## config.mk

```make
export PLATFORM = sky130hd
export DESIGN_NAME = tbm_ctrl
export DESIGN_NICKNAME = d
export VERILOG_FILES = /design/src/tbm_pkg.sv /design/src/tbm_ctrl.sv
export VERILOG_INCLUDE_DIRS = /design/src /design/src/src
export SDC_FILE = /design/constraint.sdc
export NUM_CORES = 1
export LEC_CHECK = 0
export ABC_CLOCK_PERIOD_IN_PS = 5600
export BUFFER_PORTS_ARGS = -buffer_cell sky130_fd_sc_hd__buf_2
export CELL_PAD_IN_SITES_DETAIL_PLACEMENT = 0
export CELL_PAD_IN_SITES_GLOBAL_PLACEMENT = 1
export CORE_ASPECT_RATIO = 2
export CORE_MARGIN = 2
export CORE_UTILIZATION = 43
export CTS_CLUSTER_DIAMETER = 80
export DETAILED_ROUTE_END_ITERATION = 7
export PLACE_DENSITY_LB_ADDON = 0.1
export SYNTH_ARGS = -nofsm -noshare
export SYNTH_HDL_FRONTEND = slang
export SYNTH_SLANG_ARGS = --single-unit
```

## constraint.sdc

```tcl
create_clock -name clk -period 5.6 [get_ports clk]
set_input_delay 1.68 -clock clk [delete_from_list [all_inputs] [get_ports clk]]
set_output_delay 1.68 -clock clk [all_outputs]
set_load 0.01 [all_outputs]
```

## src/tracked_byte_memory_macros.svh

```systemverilog
// Assertion macros shared by the tracked byte memory modules.
`ifndef TRACKED_BYTE_MEMORY_MACROS_SVH
`define TRACKED_BYTE_MEMORY_MACROS_SVH

// The consequent must hold in the same cycle as the antecedent.
`define TBM_ASSERT_SAME(label, clk, rst_n, ante, cons, msg) \
	label: assert property (@(posedge clk) disable iff (!rst_n) (ante) |-> (cons)) \
		else $error(msg);

// The consequent must hold in the cycle after the antecedent.
`define TBM_ASSERT_NEXT(label, clk, rst_n, ante, cons, msg) \
	label: assert property (@(posedge clk) disable iff (!rst_n) (ante) |=> (cons)) \
		else $error(msg);

`endif

```

## src/tbm_pkg.sv

```systemverilog
package tbm_pkg;

	localparam int unsigned TbmAddrBitsDef = 16;
	localparam int unsigned TbmAddrBitsMax = 24;

	typedef enum logic [3:0] {
		KIND_RD_BYTE   = 4'd0,
		KIND_RD_WORD   = 4'd1,
		KIND_RD_DWORD  = 4'd2,
		KIND_WR_BYTE   = 4'd3,
		KIND_WR_WORD   = 4'd4,
		KIND_WR_DWORD  = 4'd5,
		KIND_FL_BYTE   = 4'd6,
		KIND_FL_WORD   = 4'd7,
		KIND_FL_DWORD  = 4'd8
	} kind_t;

	typedef enum logic [1:0] {
		OP_NONE,
		OP_READ,
		OP_WRITE,
		OP_FILL
	} op_t;

	typedef struct packed {
		op_t        op;
		logic [1:0] size_m1;
	} kind_dec_t;

	typedef enum logic [1:0] {
		ST_IDLE,
		ST_STEP,
		ST_DONE
	} ctrl_state_t;

	function automatic kind_dec_t decode_kind(logic [3:0] kind);
		kind_dec_t d;
		d.op = OP_NONE;
		d.size_m1 = 2'd0;
		case (kind_t'(kind))
			KIND_RD_BYTE: begin
				d.op = OP_READ;
				d.size_m1 = 2'd0;
			end
			KIND_RD_WORD: begin
				d.op = OP_READ;
				d.size_m1 = 2'd1;
			end
			KIND_RD_DWORD: begin
				d.op = OP_READ;
				d.size_m1 = 2'd3;
			end
			KIND_WR_BYTE: begin
				d.op = OP_WRITE;
				d.size_m1 = 2'd0;
			end
			KIND_WR_WORD: begin
				d.op = OP_WRITE;
				d.size_m1 = 2'd1;
			end
			KIND_WR_DWORD: begin
				d.op = OP_WRITE;
				d.size_m1 = 2'd3;
			end
			KIND_FL_BYTE: begin
				d.op = OP_FILL;
				d.size_m1 = 2'd0;
			end
			KIND_FL_WORD: begin
				d.op = OP_FILL;
				d.size_m1 = 2'd1;
			end
			KIND_FL_DWORD: begin
				d.op = OP_FILL;
				d.size_m1 = 2'd3;
			end
			default: begin
				d.op = OP_NONE;
				d.size_m1 = 2'd0;
			end
		endcase
		return d;
	endfunction

endpackage

```

## src/tbm_ctrl.sv

```systemverilog
`include "tracked_byte_memory_macros.svh"

module tbm_ctrl #(
	parameter int unsigned ADDR_BITS = tbm_pkg::TbmAddrBitsDef
) (
	input  logic                 clk,
	input  logic                 arst_n,
	input  logic                 in_valid,
	output logic                 in_ready,
	input  logic [3:0]           in_kind,
	input  logic [15:0]          in_address,
	input  logic [31:0]          in_value,
	input  logic [15:0]          in_count,
	output logic                 res_valid,
	input  logic                 res_take,
	output logic [31:0]          res_rdata,
	input  logic                 mem_busy,
	output logic                 mem_wr_en,
	output logic                 mem_rd_en,
	output logic [ADDR_BITS-1:0] mem_addr,
	output logic [7:0]           mem_wdata,
	input  logic [7:0]           mem_rdata,
	output logic                 touch_en,
	output logic [ADDR_BITS-1:0] touch_addr
);
	import tbm_pkg::*;

	ctrl_state_t state_q;
	ctrl_state_t state_d;

	op_t                  op_q;
	logic [1:0]           size_m1_q;
	logic [1:0]           lane_q;
	logic [15:0]          elem_q;
	logic [ADDR_BITS-1:0] addr_q;
	logic [31:0]          value_q;
	logic [31:0]          rdata_q;
	logic                 rd_pend_q;
	logic [1:0]           rd_lane_q;

	kind_dec_t                 dec;
	logic                      accept;
	logic                      skip;
	logic                      last_byte;
	logic [TbmAddrBitsMax-1:0] addr_wide;

	assign dec = decode_kind(in_kind);
	assign accept = in_valid && in_ready;
	assign skip = (dec.op == OP_NONE) || ((dec.op == OP_FILL) && (in_count == 16'd0));
	assign last_byte = (lane_q == size_m1_q) && (elem_q == 16'd1);
	assign addr_wide = TbmAddrBitsMax'(in_address);

	always_comb begin
		state_d = state_q;
		case (state_q)
			ST_IDLE: begin
				if (accept) begin
					state_d = skip ? ST_DONE : ST_STEP;
				end
			end
			ST_STEP: begin
				if (last_byte) begin
					state_d = ST_DONE;
				end
			end
			ST_DONE: begin
				if (res_take) begin
					state_d = ST_IDLE;
				end
			end
			default: begin
				state_d = ST_IDLE;
			end
		endcase
	end

	always_comb begin
		in_ready = 1'b0;
		res_valid = 1'b0;
		mem_wr_en = 1'b0;
		mem_rd_en = 1'b0;
		touch_en = 1'b0;
		case (state_q)
			ST_IDLE: begin
				in_ready = !mem_busy;
			end
			ST_STEP: begin
				touch_en = 1'b1;
				mem_rd_en = (op_q == OP_READ);
				mem_wr_en = (op_q != OP_READ);
			end
			ST_DONE: begin
				res_valid = !rd_pend_q;
			end
			default: begin
				in_ready = 1'b0;
			end
		endcase
	end

	assign mem_addr = addr_q;
	assign touch_addr = addr_q;
	assign mem_wdata = 8'(value_q >> {lane_q, 3'b000});
	assign res_rdata = rdata_q;

	always_ff @(posedge clk or negedge arst_n) begin
		if (!arst_n) begin
			state_q <= ST_IDLE;
			rd_pend_q <= 1'b0;
		end else begin
			state_q <= state_d;
			rd_pend_q <= mem_rd_en;
		end
	end

	always_ff @(posedge clk) begin
		if (rd_pend_q) begin
			rdata_q[{rd_lane_q, 3'b000} +: 8] <= mem_rdata;
		end
		if (accept) begin
			op_q <= dec.op;
			size_m1_q <= dec.size_m1;
			lane_q <= 2'd0;
			elem_q <= (dec.op == OP_FILL) ? in_count : 16'd1;
			addr_q <= addr_wide[ADDR_BITS-1:0];
			value_q <= in_value;
			rdata_q <= 32'h0;
		end else if (state_q == ST_STEP) begin
			rd_lane_q <= lane_q;
			addr_q <= addr_q + 1'b1;
			if (lane_q == size_m1_q) begin
				lane_q <= 2'd0;
				elem_q <= elem_q - 16'd1;
			end else begin
				lane_q <= lane_q + 2'd1;
			end
		end
	end

	`TBM_ASSERT_SAME(a_no_access_while_clearing, clk, arst_n, mem_busy, !(mem_wr_en || mem_rd_en), "Store accessed during the clearing pass.")
	`TBM_ASSERT_SAME(a_step_has_elements, clk, arst_n, state_q == ST_STEP, elem_q != 16'd0, "Byte step with no element left.")

endmodule

```

==> results.sh <==
export IMPL_antenna_cells=0
export IMPL_crit_type="in -> out"
export IMPL_die_x_microns=80.4
export IMPL_irDropWorstVdd_mv=0.192
export IMPL_clock_path_buffers=2
export IMPL_dp_worst_setup_slack_ns=1.77
export IMPL_crit_path_start_kind="primary input"
export IMPL_syn_area_sq_um=5020
export IMPL_cts_sink_count=107
export IMPL_drt_total_wl_microns=11700
export IMPL_grt_use_total_pct=19.1
export IMPL_finClkSkew_ns=0.00713
export IMPL_synth_seq_cells=107
export IMPL_ant_nets=0
export IMPL_path_max_fanout=2
export IMPL_worst_pin_slew_ns=0.932
export IMPL_start_util_pct=44.2
export IMPL_maxSlewHeadroom_pct=37.7
export IMPL_finalNetCount=657
export IMPL_holdPathStages=2
export IMPL_numCtsBuffers=9
export IMPL_cts_tree="done"
export IMPL_hold_viol_final=0
export IMPL_chipHeight_microns=157
export IMPL_firstDrtPassIters=5
export IMPL_ys_seq_area_share_pct=56.9
export IMPL_place_congestion=0.748
export IMPL_grt_max_degree=37
export IMPL_clockRootBuffer="clkbuf_16"
export IMPL_clkTransAtPathRegs_ns=0.08
export IMPL_grt_pass1_wl_microns=18400
export IMPL_drtIter0Drc=193
export IMPL_clkLatencyLatePin_ns=0.36
export IMPL_io_buffers=157
export IMPL_p_leak_nw=2.57
export IMPL_async_flop_share_pct=2.80
export IMPL_rows=55
export IMPL_dieArea_sq_um=12600
export IMPL_route_detailed_drc=0
export IMPL_status="complete, no violations"
export IMPL_crit_start="mem_busy"
export IMPL_layout_setup_ws_ns=1.76
export IMPL_ys_types=53
export IMPL_tns_ns=0
export IMPL_crit_slowest_cell="nor3_1"
export IMPL_wl_per_cell_microns=16.5
export IMPL_cp_data_arrival_time_ns=2.16
export IMPL_ys_flop_type="edfxtp_1"
export IMPL_hold_slack_ns=0.505
export IMPL_layoutNonFillerInstCount=709
export IMPL_power_density_nw_per_um2=406
export IMPL_grt_pass1_vias=3753
export IMPL_avgSynthCellArea_sq_um=12.0
export IMPL_syn_to_final_growth_pct=22.7
export IMPL_io_pins=158
export IMPL_min_from="res_rdata[26]"
export IMPL_crit_top_cell="buf_2"
export IMPL_grt_overflow=0
export IMPL_slowest_delay_ns=0.20
export IMPL_postSynthCellCount=418
export IMPL_post_route_min_period_ns=3.84
export IMPL_reg2reg_depth=6
export IMPL_coreArea_sq_um=11400
export IMPL_finalCritPeriodShare_pct=68.7
export IMPL_utilization_pct=54.3
export IMPL_setup_viol=0
export IMPL_crit_reg2reg_launch="elem_q[0]"
export IMPL_power_mw=2.50
export IMPL_critPathCaptureType="output port"
export IMPL_min_path_type="reg -> reg"
export IMPL_fin_area_sq_um=6160
export IMPL_dp_cells=693
export IMPL_vias=3821
export IMPL_syn_nets=513
export IMPL_cts_resized=0
export IMPL_required_ns=3.92
export IMPL_synth_enable_flop_cells=70
export IMPL_dpl_cell_area_sq_um=5840
export IMPL_dp_hpwl_microns=8600
export IMPL_slew_viol_final=0
export IMPL_rsz0062_at_grt="false"
export IMPL_drive_gt1_share_pct=35.1
export IMPL_antenna_found_initial=0
export IMPL_cp_cell_sequence="buf_2 > nor3_1 > buf_2"
export IMPL_max_freq_mhz=260
export IMPL_hold_buffers=0
export IMPL_htree_levels=3
export IMPL_max_cap_violations=0
export IMPL_via_per_inst=5.39
export IMPL_ys_warn_count=0
export IMPL_postCtsSetupBuffers=0
## cell usage in the layout, fill, tap and decap left out, types with 4 or more instances in the layout
| cell type | count |
|---|---|
| nand2_1 | 30 |
| nand4_1 | 5 |
| o22ai_1 | 4 |
| inv_1 | 11 |
| o21ai_0 | 15 |
| nor2_1 | 45 |
| nor3_1 | 7 |
| a22o_1 | 11 |
| xnor2_1 | 15 |
| buf_2 | 157 |
| xor2_1 | 11 |
| nand3_1 | 9 |
| ha_1 | 14 |
| a22oi_1 | 33 |
| nor4_1 | 8 |
| edfxtp_1 | 70 |
| clkbuf_16 | 10 |
| mux4_2 | 8 |
| buf_4 | 7 |
| dfxtp_1 | 34 |
## sequential cells by signal, summed over array words and instances (netlist names)
| register | flops |
|---|---|
| res_rdata | 32 |
| value_q | 32 |
| elem_q | 16 |
| mem_addr | 16 |
| lane_q | 2 |
| op_q | 2 |
| rd_lane_q | 2 |
| size_m1_q | 2 |
| state_q | 2 |
| rd_pend_q | 1 |
## per-layer routing
layer / share of wire (%) / global-route usage [%]
met4: 1.7 / 6.46
met5: 0 / 0
met2: 56 / 36.3
met3: 4.9 / 3.81
met1: 37 / 20.4
## critical path, delay by kind of cell
| family | cells | cell delay [ns] |
|---|---|---|
| buffers and inverters | 2 | 0.28 |
| and+or+nand+nor | 1 | 0.20 |
## cell families after synthesis
kind of cell	share of synthesized area, %
adder cells (fa/ha/maj)	3.49
AO/OA/AOI/OAI	12.5
XOR/XNOR	4.53
flip-flops	56.9
AND/OR/NAND/NOR	13.7
multiplexers	3.99
buffers and inverters	4.93
## path summary, 6_finish.rpt
path	slack (ns)	endpoint
min in group asynchronous	1.11	rd_pend_q
worst min register to register	0.51	res_rdata[26]
worst max register to register	3.23	elem_q[12]
max in group asynchronous	4.39	state_q[1]
worst max-delay path	1.76	in_ready
worst min-delay path	0.51	res_rdata[26]
## cell usage after synthesis, types with 3 or more instances
cell type   n  area share (%)
a211o_1     3            0.52
a21oi_1     3            0.30
a22o_1     11             1.9
a22oi_1    33             4.9
and3_1      3            0.37
and4_1      3            0.52
buf_2       6            0.60
buf_4      17             2.5
clkbuf_1    4            0.30
dfrtp_1     3             1.5
dfxtp_1    34              14
edfxtp_1   70              42
ha_1       14             3.5
inv_1      11            0.82
mux4_2      8             3.6
nand2_1    30             2.2
nand2_2     3            0.37
nand2b_1    3            0.37
nand3_1     9            0.90
nand4_1     5            0.62
nor2_1     45             3.4
nor3_1      7            0.70
nor4_1      8             1.0
nor4_2      3            0.75
o21ai_0    16             1.6
o22ai_1     4            0.50
or3_1       3            0.37
xnor2_1    15             2.6
xor2_1     11             1.9
## power breakdown
group | internal (mW) | switching [mW] | total, mW
combinational | 0.296 | 0.372 | 0.667
clock | 0.344 | 0.316 | 0.659
sequential | 1.03 | 0.148 | 1.18
total | 1.67 | 0.835 | 2.50
## area by class of cell
type	count	area (sq um)
Tap cell	142	178
Clock buffer	10	250
Clock inverter	6	73.8
Timing Repair Buffer	164	838
Fill cell	1028	5190
Inverter	12	46.3
Sequential cell	107	2860
Multi-Input combinational cell	268	1920
No activity file was read; power rests on OpenSTA's default activity.
