File: src/tracked_byte_memory_macros.svh
// Assertion macros shared by the tracked byte memory modules.
`ifndef TRACKED_BYTE_MEMORY_MACROS_SVH
`define TRACKED_BYTE_MEMORY_MACROS_SVH

// The consequent must hold in the same cycle as the antecedent.
`define TBM_ASSERT_SAME(label, clk, rst_n, ante, cons, msg) \
	label: assert property (@(posedge clk) disable iff (!rst_n) (ante) |-> (cons)) \
		else $error(msg);

// The consequent must hold in the cycle after the antecedent.
`define TBM_ASSERT_NEXT(label, clk, rst_n, ante, cons, msg) \
	label: assert property (@(posedge clk) disable iff (!rst_n) (ante) |=> (cons)) \
		else $error(msg);

`endif

File: src/tbm_pkg.sv
package tbm_pkg;

	localparam int unsigned TbmAddrBitsDef = 16;
	localparam int unsigned TbmAddrBitsMax = 24;

	typedef enum logic [3:0] {
		KIND_RD_BYTE   = 4'd0,
		KIND_RD_WORD   = 4'd1,
		KIND_RD_DWORD  = 4'd2,
		KIND_WR_BYTE   = 4'd3,
		KIND_WR_WORD   = 4'd4,
		KIND_WR_DWORD  = 4'd5,
		KIND_FL_BYTE   = 4'd6,
		KIND_FL_WORD   = 4'd7,
		KIND_FL_DWORD  = 4'd8
	} kind_t;

	typedef enum logic [1:0] {
		OP_NONE,
		OP_READ,
		OP_WRITE,
		OP_FILL
	} op_t;

	typedef struct packed {
		op_t        op;
		logic [1:0] size_m1;
	} kind_dec_t;

	typedef enum logic [1:0] {
		ST_IDLE,
		ST_STEP,
		ST_DONE
	} ctrl_state_t;

	function automatic kind_dec_t decode_kind(logic [3:0] kind);
		kind_dec_t d;
		d.op = OP_NONE;
		d.size_m1 = 2'd0;
		case (kind_t'(kind))
			KIND_RD_BYTE: begin
				d.op = OP_READ;
				d.size_m1 = 2'd0;
			end
			KIND_RD_WORD: begin
				d.op = OP_READ;
				d.size_m1 = 2'd1;
			end
			KIND_RD_DWORD: begin
				d.op = OP_READ;
				d.size_m1 = 2'd3;
			end
			KIND_WR_BYTE: begin
				d.op = OP_WRITE;
				d.size_m1 = 2'd0;
			end
			KIND_WR_WORD: begin
				d.op = OP_WRITE;
				d.size_m1 = 2'd1;
			end
			KIND_WR_DWORD: begin
				d.op = OP_WRITE;
				d.size_m1 = 2'd3;
			end
			KIND_FL_BYTE: begin
				d.op = OP_FILL;
				d.size_m1 = 2'd0;
			end
			KIND_FL_WORD: begin
				d.op = OP_FILL;
				d.size_m1 = 2'd1;
			end
			KIND_FL_DWORD: begin
				d.op = OP_FILL;
				d.size_m1 = 2'd3;
			end
			default: begin
				d.op = OP_NONE;
				d.size_m1 = 2'd0;
			end
		endcase
		return d;
	endfunction

endpackage

File: src/tbm_marks.sv
`include "tracked_byte_memory_macros.svh"

module tbm_marks #(
	parameter int unsigned ADDR_BITS = tbm_pkg::TbmAddrBitsDef
) (
	input  logic                 clk,
	input  logic                 arst_n,
	input  logic                 touch_en,
	input  logic [ADDR_BITS-1:0] touch_addr,
	output logic [ADDR_BITS-1:0] mark_lo,
	output logic [ADDR_BITS-1:0] mark_hi
);
	import tbm_pkg::*;

	logic [ADDR_BITS-1:0] low_q;
	logic [ADDR_BITS-1:0] high_q;

	always_ff @(posedge clk or negedge arst_n) begin
		if (!arst_n) begin
			low_q <= '1;
			high_q <= '0;
		end else if (touch_en) begin
			if (touch_addr < low_q) begin
				low_q <= touch_addr;
			end
			if (touch_addr > high_q) begin
				high_q <= touch_addr;
			end
		end
	end

	assign mark_lo = low_q;
	assign mark_hi = high_q;

	`TBM_ASSERT_NEXT(a_marks_cover_touch, clk, arst_n, touch_en, (low_q <= $past(touch_addr)) && (high_q >= $past(touch_addr)), "Marks do not cover the touched byte.")

endmodule

File: config.mk
export PLATFORM = sky130hd
export DESIGN_NAME = tbm_marks
export DESIGN_NICKNAME = d
export VERILOG_FILES = /design/src/tbm_pkg.sv /design/src/tbm_marks.sv
export VERILOG_INCLUDE_DIRS = /design/src /design/src/src
export SDC_FILE = /design/constraint.sdc
export NUM_CORES = 1
export LEC_CHECK = 0
export ABC_AREA = 1
export BUFFER_PORTS_ARGS = -buffer_cell sky130_fd_sc_hd__buf_4
export CAP_MARGIN = 20
export CORE_UTILIZATION = 45
export CTS_CLUSTER_DIAMETER = 80
export CTS_CLUSTER_SIZE = 12
export DETAILED_ROUTE_END_ITERATION = 8
export PLACE_DENSITY = 0.69
export SYNTH_ARGS = -nofsm -noshare
export SYNTH_HDL_FRONTEND = slang
export SYNTH_SLANG_ARGS = --single-unit
export TNS_END_PERCENT = 100
File: constraint.sdc
create_clock -name clk -period 4.5 [get_ports clk]
set_input_delay 0.675 -clock clk [delete_from_list [all_inputs] [get_ports clk]]
set_output_delay 0.675 -clock clk [all_outputs]
set_load 0.1 [all_outputs]
==> results.toml, run 1 <==
[outcome]
status = "finished, violations left"
violations = "design-rule violations"

[detailed_routing]
drt-wirelength-per-cell_um = 12.8
ant_nets = 0
vias = 1903
finalWirelength_um = 4870
drtPass1Iterations = 6
drc = 2
avgViaCountPerCell = 5.02
drtIter0Drc = 98

[worst_setup_path]
path_class = "input port to register"
cp_max_fo = 17
end_kind = "register"
r2r_end = "mark_hi[0]$_DFFE_PN0P_"
critical_path_required_ns = 4.67
reg2reg_slack_ns = 2.34
critPathArrivalTime_ns = 2.45
reg2reg_depth = 10
start_kind = "input port"
r2r-start = "mark_hi[7]$_DFFE_PN0P_"

[floorplanning]
fp.dieH_um = 71.2
initial_core_util_pct = 48.2
die_x_um = 71.2
ios = 51
core_area_um2 = 4470
rows = 24
die_area_um2 = 5070

[sta]
finClkSkew_ns = 0.00677
slew_violations = 0
hold_viol = 0
finalSetupViolCount = 0
fin_crit_sh_pct = 50.6
rsz0062_at_grt = "no"
worst_pin_slew_ns = 0.753
clock.fmax_mhz = 439
fin_tns_setup_ns = 0
slew_headroom_pct = 49.7
finalCriticalPeriod_ns = 2.28

[yosys]
syn-num-nets = 325
synth.area.top_cells = "dfstp_2, dfrtp_1, ha_1"
synth_edf_count = 0
yosysWarningCount = 0
ys_top_cells_by_count = "nand2_1, inv_1, nand3_1"
ys_types = 23
synthCells = 275
synth_flop_cell = "dfstp_2"
synth_top_area_cell = "dfstp_2"
avgSynthCellArea_um2 = 7.84
async_reset_ff_share_pct = 100
synth.cell_area_um2 = 2160
yosysMostFrequentCell = "nand2_1"
synth.top_cell.area_share_pct = 19.5
synth-seq-cells = 32
synth.yosys.seq_area_share_pct = 38.1

[global_routing]
grt_pass1_wl_um = 8310
grt_max_degree = 33
grt.total_usage_pct = 21.3
overflow = 0
antenna_found_initial = 0
grt_pass1_vias = 1832

[final_layout]
layout-drive-gt1-share_pct = 25.4
nFillCells = 417
diodes = 0
nets = 376
syn_to_final_growth_pct = 23.3
final_cell_count_no_fill = 379

[clocking]
clk_path_buf_depth = 2
cts_setup_buffers = 0
cts-buffers-inserted = 5
path_clk_slew_ns = 0.08
cts_resized = 0
ctsHoldBuffers = 0
clock_latency_ns = 0.29
htreeDepth = 2
ctsRootBufferMaster = "clkbuf_8"
cts_tree = "built"
cts.sinks = 32

[placement]
dp_cells = 371
dpl.hpwl_um = 3560
io_buffers = 50
gp_congestion = 0.812

[min_path]
hold_path_class = "input port to asynchronous set/reset pin"

[run]
maxCapViolations = 0
area by class of cell:
| cell class | instances | area (um2) | share of cell area (%) |
|---|---|---|---|
| Multi-Input combinational cell | 197 | 1130 | 42.7 |
| Sequential cell | 32 | 821 | 30.9 |
| Timing Repair Buffer | 50 | 375 | 14.1 |
| Inverter | 40 | 150 | 5.65 |
| Clock buffer | 5 | 68.8 | 2.59 |
| Tap cell | 52 | 65.1 | 2.45 |
| Clock inverter | 3 | 42.5 | 1.60 |
cell usage in the layout (no fill, tap or decap):
cell type / Yosys / final
nand2_1: 98 / 98
buf_4: 3 / 50
inv_1: 39 / 39
nand3_1: 33 / 33
ha_1: 31 / 31
dfrtp_1: 16 / 16
dfstp_2: 16 / 16
a21oi_1: 11 / 11
nor2_1: 10 / 10
clkbuf_8: 0 / 5
nand2_4: 3 / 3
nand2_2: 2 / 2
inv_2: 1 / 1
nor3_1: 1 / 1
nor4_4: 1 / 1
o21ai_1: 1 / 1
a211oi_1: 1 / 1
nor2_4: 1 / 1
a21o_1: 1 / 1
o21ai_0: 1 / 1
nand4_1: 1 / 1
nor2_2: 1 / 1
clkinv_2: 0 / 1
clkinvlp_4: 0 / 1
bufinv_16: 0 / 1
worst max-delay path by stage:
stage	slack [ns]	endpoint	cells after the start	start
detailed placement	1.91	mark_hi[0]$_DFFE_PN0P_	10	touch_addr[7]
CTS	2.21	mark_hi[0]$_DFFE_PN0P_	10	touch_addr[7]
global route	2.08	mark_hi[11]$_DFFE_PN0P_	10	touch_addr[7]
floorplan	2.23	mark_hi[10]$_DFFE_PN0P_	11	mark_hi[7]$_DFFE_PN0P_
finish	2.22	mark_hi[0]$_DFFE_PN0P_	10	touch_addr[7]
global placement	1.96	mark_hi[8]$_DFFE_PN0P_	10	touch_addr[7]
state kept, by name (all words and copies together), names as in the netlist:
signal	count
mark_hi	16
mark_lo	16
critical path, cell delays in order:
cell and delay [ns]:
buf_4 0.13, ha_1 0.30, nand2_1 0.09, nor2_1 0.07
nand4_1 0.11, nor2_1 0.07, nor2_2 0.58, nand2_4 0.26
nand2_1 0.11, nand2_1 0.06
kinds of logic after synthesis:
family | after synthesis | synth area share [%]
AO/OA/AOI/OAI | 15 | 3.71
flip-flops | 32 | 38.1
AND/OR/NAND/NOR | 151 | 30.9
adder cells (fa/ha/maj) | 31 | 18.0
buffers and inverters | 46 | 9.29
layer usage:
metal  part of all wire, %  GRT usage [%]  vias up
met5                     0              0        -
met4                  0.64           5.33        0
met3                   5.8           5.06        4
met2                    48           36.5       61
met1                    46           27.1      868
li1                      -              -      970
through the flow:
step	hold slack, ns	setup WS (ns)	util, %	instance area (um2)
5_1_grt	0.331	2.08	59.4	2660
3_3_place_gp	0.460	1.96	56.9	2550
3_5_place_dp	0.462	1.91	56.9	2550
6_report	0.311	2.22	59.4	2660
2_1_floorplan	0.379	2.23	-	2160
4_1_cts	0.321	2.21	59.4	2660
Power of run 1 is not shown: default switching activity piles up to over one toggle a cycle in this logic, so the estimate is an artifact.
==> run 2: changes to the inputs <==
--- a/config.mk
+++ b/config.mk
@@ -6,14 +6,14 @@
 export SDC_FILE = /design/constraint.sdc
 export NUM_CORES = 1
 export LEC_CHECK = 0
-export ABC_AREA = 1
+export ABC_AREA = 0
 export BUFFER_PORTS_ARGS = -buffer_cell sky130_fd_sc_hd__buf_4
 export CAP_MARGIN = 20
 export CORE_UTILIZATION = 45
 export CTS_CLUSTER_DIAMETER = 80
 export CTS_CLUSTER_SIZE = 12
 export DETAILED_ROUTE_END_ITERATION = 8
-export PLACE_DENSITY = 0.69
+export PLACE_DENSITY = 0.72
 export SYNTH_ARGS = -nofsm -noshare
 export SYNTH_HDL_FRONTEND = slang
 export SYNTH_SLANG_ARGS = --single-unit
==> constraint.sdc (replaced) <==
create_clock -name clk -period 2 [get_ports clk]
set_input_delay 0.3 -clock clk [delete_from_list [all_inputs] [get_ports clk]]
set_output_delay 0.3 -clock clk [all_outputs]
set_load 0.1 [all_outputs]
==> results.toml, run 2 <==
[sta]
finalSetupViolCount = 32
slew_headroom_pct = 69.6
fin_crit_sh_pct = 129
finClkSkew_ns = 0.00298
clock.fmax_mhz = 389
rsz0062_at_grt = "yes"
final.setup.worst_slack_ns = -0.571
fin_tns_setup_ns = -12.24
finalCriticalPeriod_ns = 2.57
hold_viol = 0
worst_pin_slew_ns = 0.452
slew_violations = 0

[min_path]
whs_endpoint = "mark_hi[4]$_DFFE_PN0P_"
hp-start = "touch_addr[4]"
holdPathStages = 2
hold_path_class = "input port to register"

[yosys]
synth_edf_count = 0
ys_types = 26
synth_top_area_cell = "dfstp_2"
ys_top_cells_by_count = "mux2_2, ha_1, inv_1"
synth.cell_area_um2 = 2000
synthCells = 175
yosysMostFrequentCell = "mux2_2"
synth-seq-cells = 32
async_reset_ff_share_pct = 100
synth.yosys.seq_area_share_pct = 41.1
synth_flop_cell = "dfstp_2"
yosysWarningCount = 0
synth.area.top_cells = "dfstp_2, dfrtp_1, ha_1"
syn-num-nets = 225
avgSynthCellArea_um2 = 11.4
synth.top_cell.area_share_pct = 21.1

[final_layout]
nets = 335
layout-drive-gt1-share_pct = 69.9
regArea_um2 = 893
diodes = 0
syn_to_final_growth_pct = 67.9
final_common_cell = "buf_4"
mostFrequentLayoutCells = "buf_4, mux2_4, inv_1"
multi_input_area_um2 = 1370
nFillCells = 234

[floorplanning]
die_x_um = 68.6
initial_core_util_pct = 48.5
rows = 23
ios = 51
fp.dieH_um = 68.6
die_area_um2 = 4710
core_area_um2 = 4120

[run]
maxCapViolations = 0

[worst_setup_path]
reg2reg_depth = 7
end_kind = "register"
r2r-start = "mark_lo[1]$_DFFE_PN1P_"
path_class = "register to register"
r2r_end = "mark_lo[9]$_DFFE_PN1P_"
cp_max_fo = 4
reg2reg_slack_ns = -0.57
critPathArrivalTime_ns = 2.79
start_kind = "register"
critical_path_required_ns = 2.22

[outcome]
status = "finished, violations left"
violations = "negative setup slack"

[clocking]
htreeDepth = 2
cts-buffers-inserted = 5
path_clk_slew_ns = 0.07
ctsRootBufferMaster = "clkbuf_8"
cts.sinks = 32
cts_tree = "built"
clock_latency_ns = 0.29
clk_path_buf_depth = 2

[global_routing]
grt_max_degree = 33
busiest_layer = "met2"
met1_usage_pct = 30.0
grt.total_usage_pct = 27.3
grt_pass1_wl_um = 9050
overflow = 0
met3_usage_pct = 6.41
grt_pass1_vias = 1910
antenna_found_initial = 0
grtUsageMet2_pct = 49.5

[detailed_routing]
avgViaCountPerCell = 5.33
drc = 0
vias = 1791
drt-wirelength-per-cell_um = 18.1
finalWirelength_um = 6070
drtPass1Iterations = 4
ant_nets = 0
drtIter0Drc = 60

[placement]
dpl.hpwl_um = 4020
gp_congestion = 0.818
io_buffers = 50
-- run 2: cell count changes after synthesis, moves of 3 or more --
cell	delta
nand3_1	-29
inv_1	-8
nand2b_1	+3
nand4_1	+5
nand2_1	-92
nor2_1	-8
mux2_2	+32
nand2_4	-3
buf_4	-3
-- run 2: how the worst max path moves through the flow --
stage / start / end / slack [ns]
finish: mark_lo[1]$_DFFE_PN1P_ / mark_lo[9]$_DFFE_PN1P_ / -0.57
detailed placement: mark_lo[7]$_DFFE_PN1P_ / mark_lo[1]$_DFFE_PN1P_ / -0.53
floorplan: mark_lo[1]$_DFFE_PN1P_ / mark_lo[4]$_DFFE_PN1P_ / -0.80
CTS: mark_lo[1]$_DFFE_PN1P_ / mark_lo[4]$_DFFE_PN1P_ / -0.53
global route: mark_lo[1]$_DFFE_PN1P_ / mark_lo[9]$_DFFE_PN1P_ / -0.62
global placement: mark_lo[7]$_DFFE_PN1P_ / mark_lo[4]$_DFFE_PN1P_ / -0.46
-- run 2: what timing repair did --
action,4_1_cts,5_1_grt
gates resized for setup,29,16
buffers inserted,2,0
gates cloned,0,0
endpoints found under the setup margin,32,32
hold buffers,1,0
pin swaps,6,1
hold endpoints to repair,16,0
-- run 2: cell type report --
cell class	count	area share, %
Timing Repair Buffer	105	24.5
Clock buffer	8	2.69
Tap cell	50	1.87
Multi-Input combinational cell	110	40.8
Sequential cell	32	26.6
Inverter	31	3.47
-- run 2: critical path, stage by stage, from the launching register on --
cell and delay [ns]:
dfstp_4 0.62, inv_2 0.04, ha_4 0.20, a2111o_1 0.37, a311o_1 0.31, a2111oi_4 0.41
buf_4 0.24, mux2_4 0.31
-- run 2: cells by family (layout without fill, tap and decap cells) --
kind of cell | after synthesis | count (layout) | synth area share (%)
DFF | 32 | 32 | 41.1
buffers and inverters | 33 | 144 | 6.64
and+or+nand+nor | 24 | 24 | 6.20
muxes | 32 | 32 | 18.0
AOI/OAI and AO/OA | 23 | 23 | 8.58
adders and majority gates | 31 | 31 | 19.4
-- run 2: routing by layer --
layer / vias up / share of wire [%]
met5: - / 0
met4: 0 / 2.7
met3: 16 / 4.0
met2: 51 / 52
met1: 885 / 41
li1: 839 / -
-- run 2: through the flow --
step / instances / setup slack [ns] / util [%] / cell area [um2] / hold slack [ns]
after global routing: 336 / -0.624 / 81.5 / 3350 / 0.276
after global placement: 325 / -0.462 / 72.8 / 2990 / 0.260
after floorplan: 175 / -0.798 / - / 2180 / 0.00441
after detailed placement: 325 / -0.525 / 72.8 / 2990 / 0.266
final: 336 / -0.571 / 81.5 / 3350 / 0.281
after CTS: 336 / -0.534 / 79.4 / 3270 / 0.274
Power of run 2 is left out for the same reason.
==> run 3: changes to the inputs <==
--- a/config.mk
+++ b/config.mk
@@ -13,7 +13,9 @@
 export CTS_CLUSTER_DIAMETER = 80
 export CTS_CLUSTER_SIZE = 12
 export DETAILED_ROUTE_END_ITERATION = 8
+export GPL_ROUTABILITY_DRIVEN = 0
 export PLACE_DENSITY = 0.72
+export RECOVER_POWER = 100
 export SYNTH_ARGS = -nofsm -noshare
 export SYNTH_HDL_FRONTEND = slang
 export SYNTH_SLANG_ARGS = --single-unit
==> results.toml, run 3 (synthesis results as in run 2) <==
[global_routing]
overflow = 0
grt_pass1_vias = 1910
grt.total_usage_pct = 27.3
antenna_found_initial = 0
grt_pass1_wl_um = 9050
grt_max_degree = 33

[detailed_routing]
drtIter0Drc = 69
avgViaCountPerCell = 5.35
vias = 1799
drtPass1Iterations = 4
drt-wirelength-per-cell_um = 18.0
finalWirelength_um = 6040
drc = 0
ant_nets = 0

[min_path]
hp-start = "touch_addr[4]"
hold_path_class = "input port to register"

[clocking]
clk_path_buf_depth = 2
htreeDepth = 2
ctsRootBufferMaster = "clkbuf_8"
clock_latency_ns = 0.29
cts-buffers-inserted = 5
cts_tree = "built"
path_clk_slew_ns = 0.07
cts.sinks = 32

[floorplanning]
die_x_um = 68.6
rows = 23
ios = 51
initial_core_util_pct = 48.5
core_area_um2 = 4120
fp.dieH_um = 68.6
die_area_um2 = 4710

[sta]
fin_crit_sh_pct = 128
final.setup.worst_slack_ns = -0.566
hold_ws_ns = 0.278
finalCriticalPeriod_ns = 2.57
worst_pin_slew_ns = 0.842
slew_violations = 0
finalSetupViolCount = 32
hold_viol = 0
slew_headroom_pct = 43.9
finClkSkew_ns = 0.00289
clock.fmax_mhz = 390
rsz0062_at_grt = "yes"

[placement]
io_buffers = 50
dp_cells = 325
placed_cell_area_um2 = 2990
preCtsSetupSlack_ns = -0.525
dpl.hpwl_um = 4020

[final_layout]
finalInstanceArea_um2 = 3270
mostFrequentLayoutCells = "buf_4, clkbuf_2, mux2_4"
final_cell_count_no_fill = 336
nets = 335
syn_to_final_growth_pct = 63.8
layout-drive-gt1-share_pct = 69.9
final_common_cell = "buf_4"
diodes = 0

[run]
maxCapViolations = 0

[worst_setup_path]
start_kind = "register"
path_class = "register to register"
cp_max_fo = 4
r2r-start = "mark_lo[1]$_DFFE_PN1P_"
startpoint = "mark_lo[1]$_DFFE_PN1P_"
crit_path_cell_trace = "inv_2 > ha_4 > a2111o_1 > a311o_1 > a2111oi_4 > buf_4 > mux2_4"
critical_path_required_ns = 2.22
critPathArrivalTime_ns = 2.79
slowest_stage = "dfstp_4"
end_kind = "register"
cpPeakStageDelay_ns = 0.62

[outcome]
violations = "negative setup slack"
status = "finished, violations left"
-- run 3: metrics by stage --
step	TNS [ns]	util, %
2_1_floorplan	-18.54	-
3_3_place_gp	-11.83	72.8
3_5_place_dp	-13.68	72.8
4_1_cts	-10.66	79.4
5_1_grt	-13.67	79.5
6_report	-12.15	79.5
-- run 3: routing by layer --
| layer | up-vias | global-route usage (%) | share of wire, % |
|---|---|---|---|
| met1 | 893 | 30.0 | 42 |
| met3 | 16 | 6.41 | 3.9 |
| met4 | 0 | 12.2 | 2.7 |
| met5 | - | 0 | 0 |
| li1 | 841 | - | - |
| met2 | 49 | 49.5 | 52 |
-- run 3: final timing paths --
| path | to | slack [ns] | cells past startpoint |
|---|---|---|---|
| worst max-delay path | mark_lo[9]$_DFFE_PN1P_ | -0.57 | 7 |
| worst min-delay path | mark_hi[4]$_DFFE_PN0P_ | 0.28 | 2 |
| worst max register to register | mark_lo[9]$_DFFE_PN1P_ | -0.57 | 7 |
| worst min register to register | mark_hi[0]$_DFFE_PN0P_ | 0.54 | 1 |
| max in group asynchronous | mark_hi[15]$_DFFE_PN0P_ | 0.74 | 2 |
| min in group asynchronous | mark_hi[4]$_DFFE_PN0P_ | 0.64 | 2 |
-- run 3: what timing repair did --
action                                 in CTS  in global routing
pin swaps                                   6                  1
endpoints found under the hold margin      16                  0
setup buffers                               2                  0
resized for setup                          29                 16
hold buffers                                1                  0
setup endpoints to repair                  32                 32
-- run 3: layout make-up --
class	count	area, um2
well taps	50	62.6
repair buffers	105	739
inverters	31	116
flip-flops and latches	32	893
multi-input cells	110	1370
fillers	260	845
clock buffers	8	90.1
-- run 3: critical path, delay by kind of cell, from the launching register on --
kind / cells / cell delay (ns)
AOI/OAI and AO/OA: 3 / 1.09
adders and majority gates: 1 / 0.20
buffers and inverters: 2 / 0.28
DFF: 1 / 0.62
muxes: 1 / 0.31
Power of run 3 is left out for the same reason.
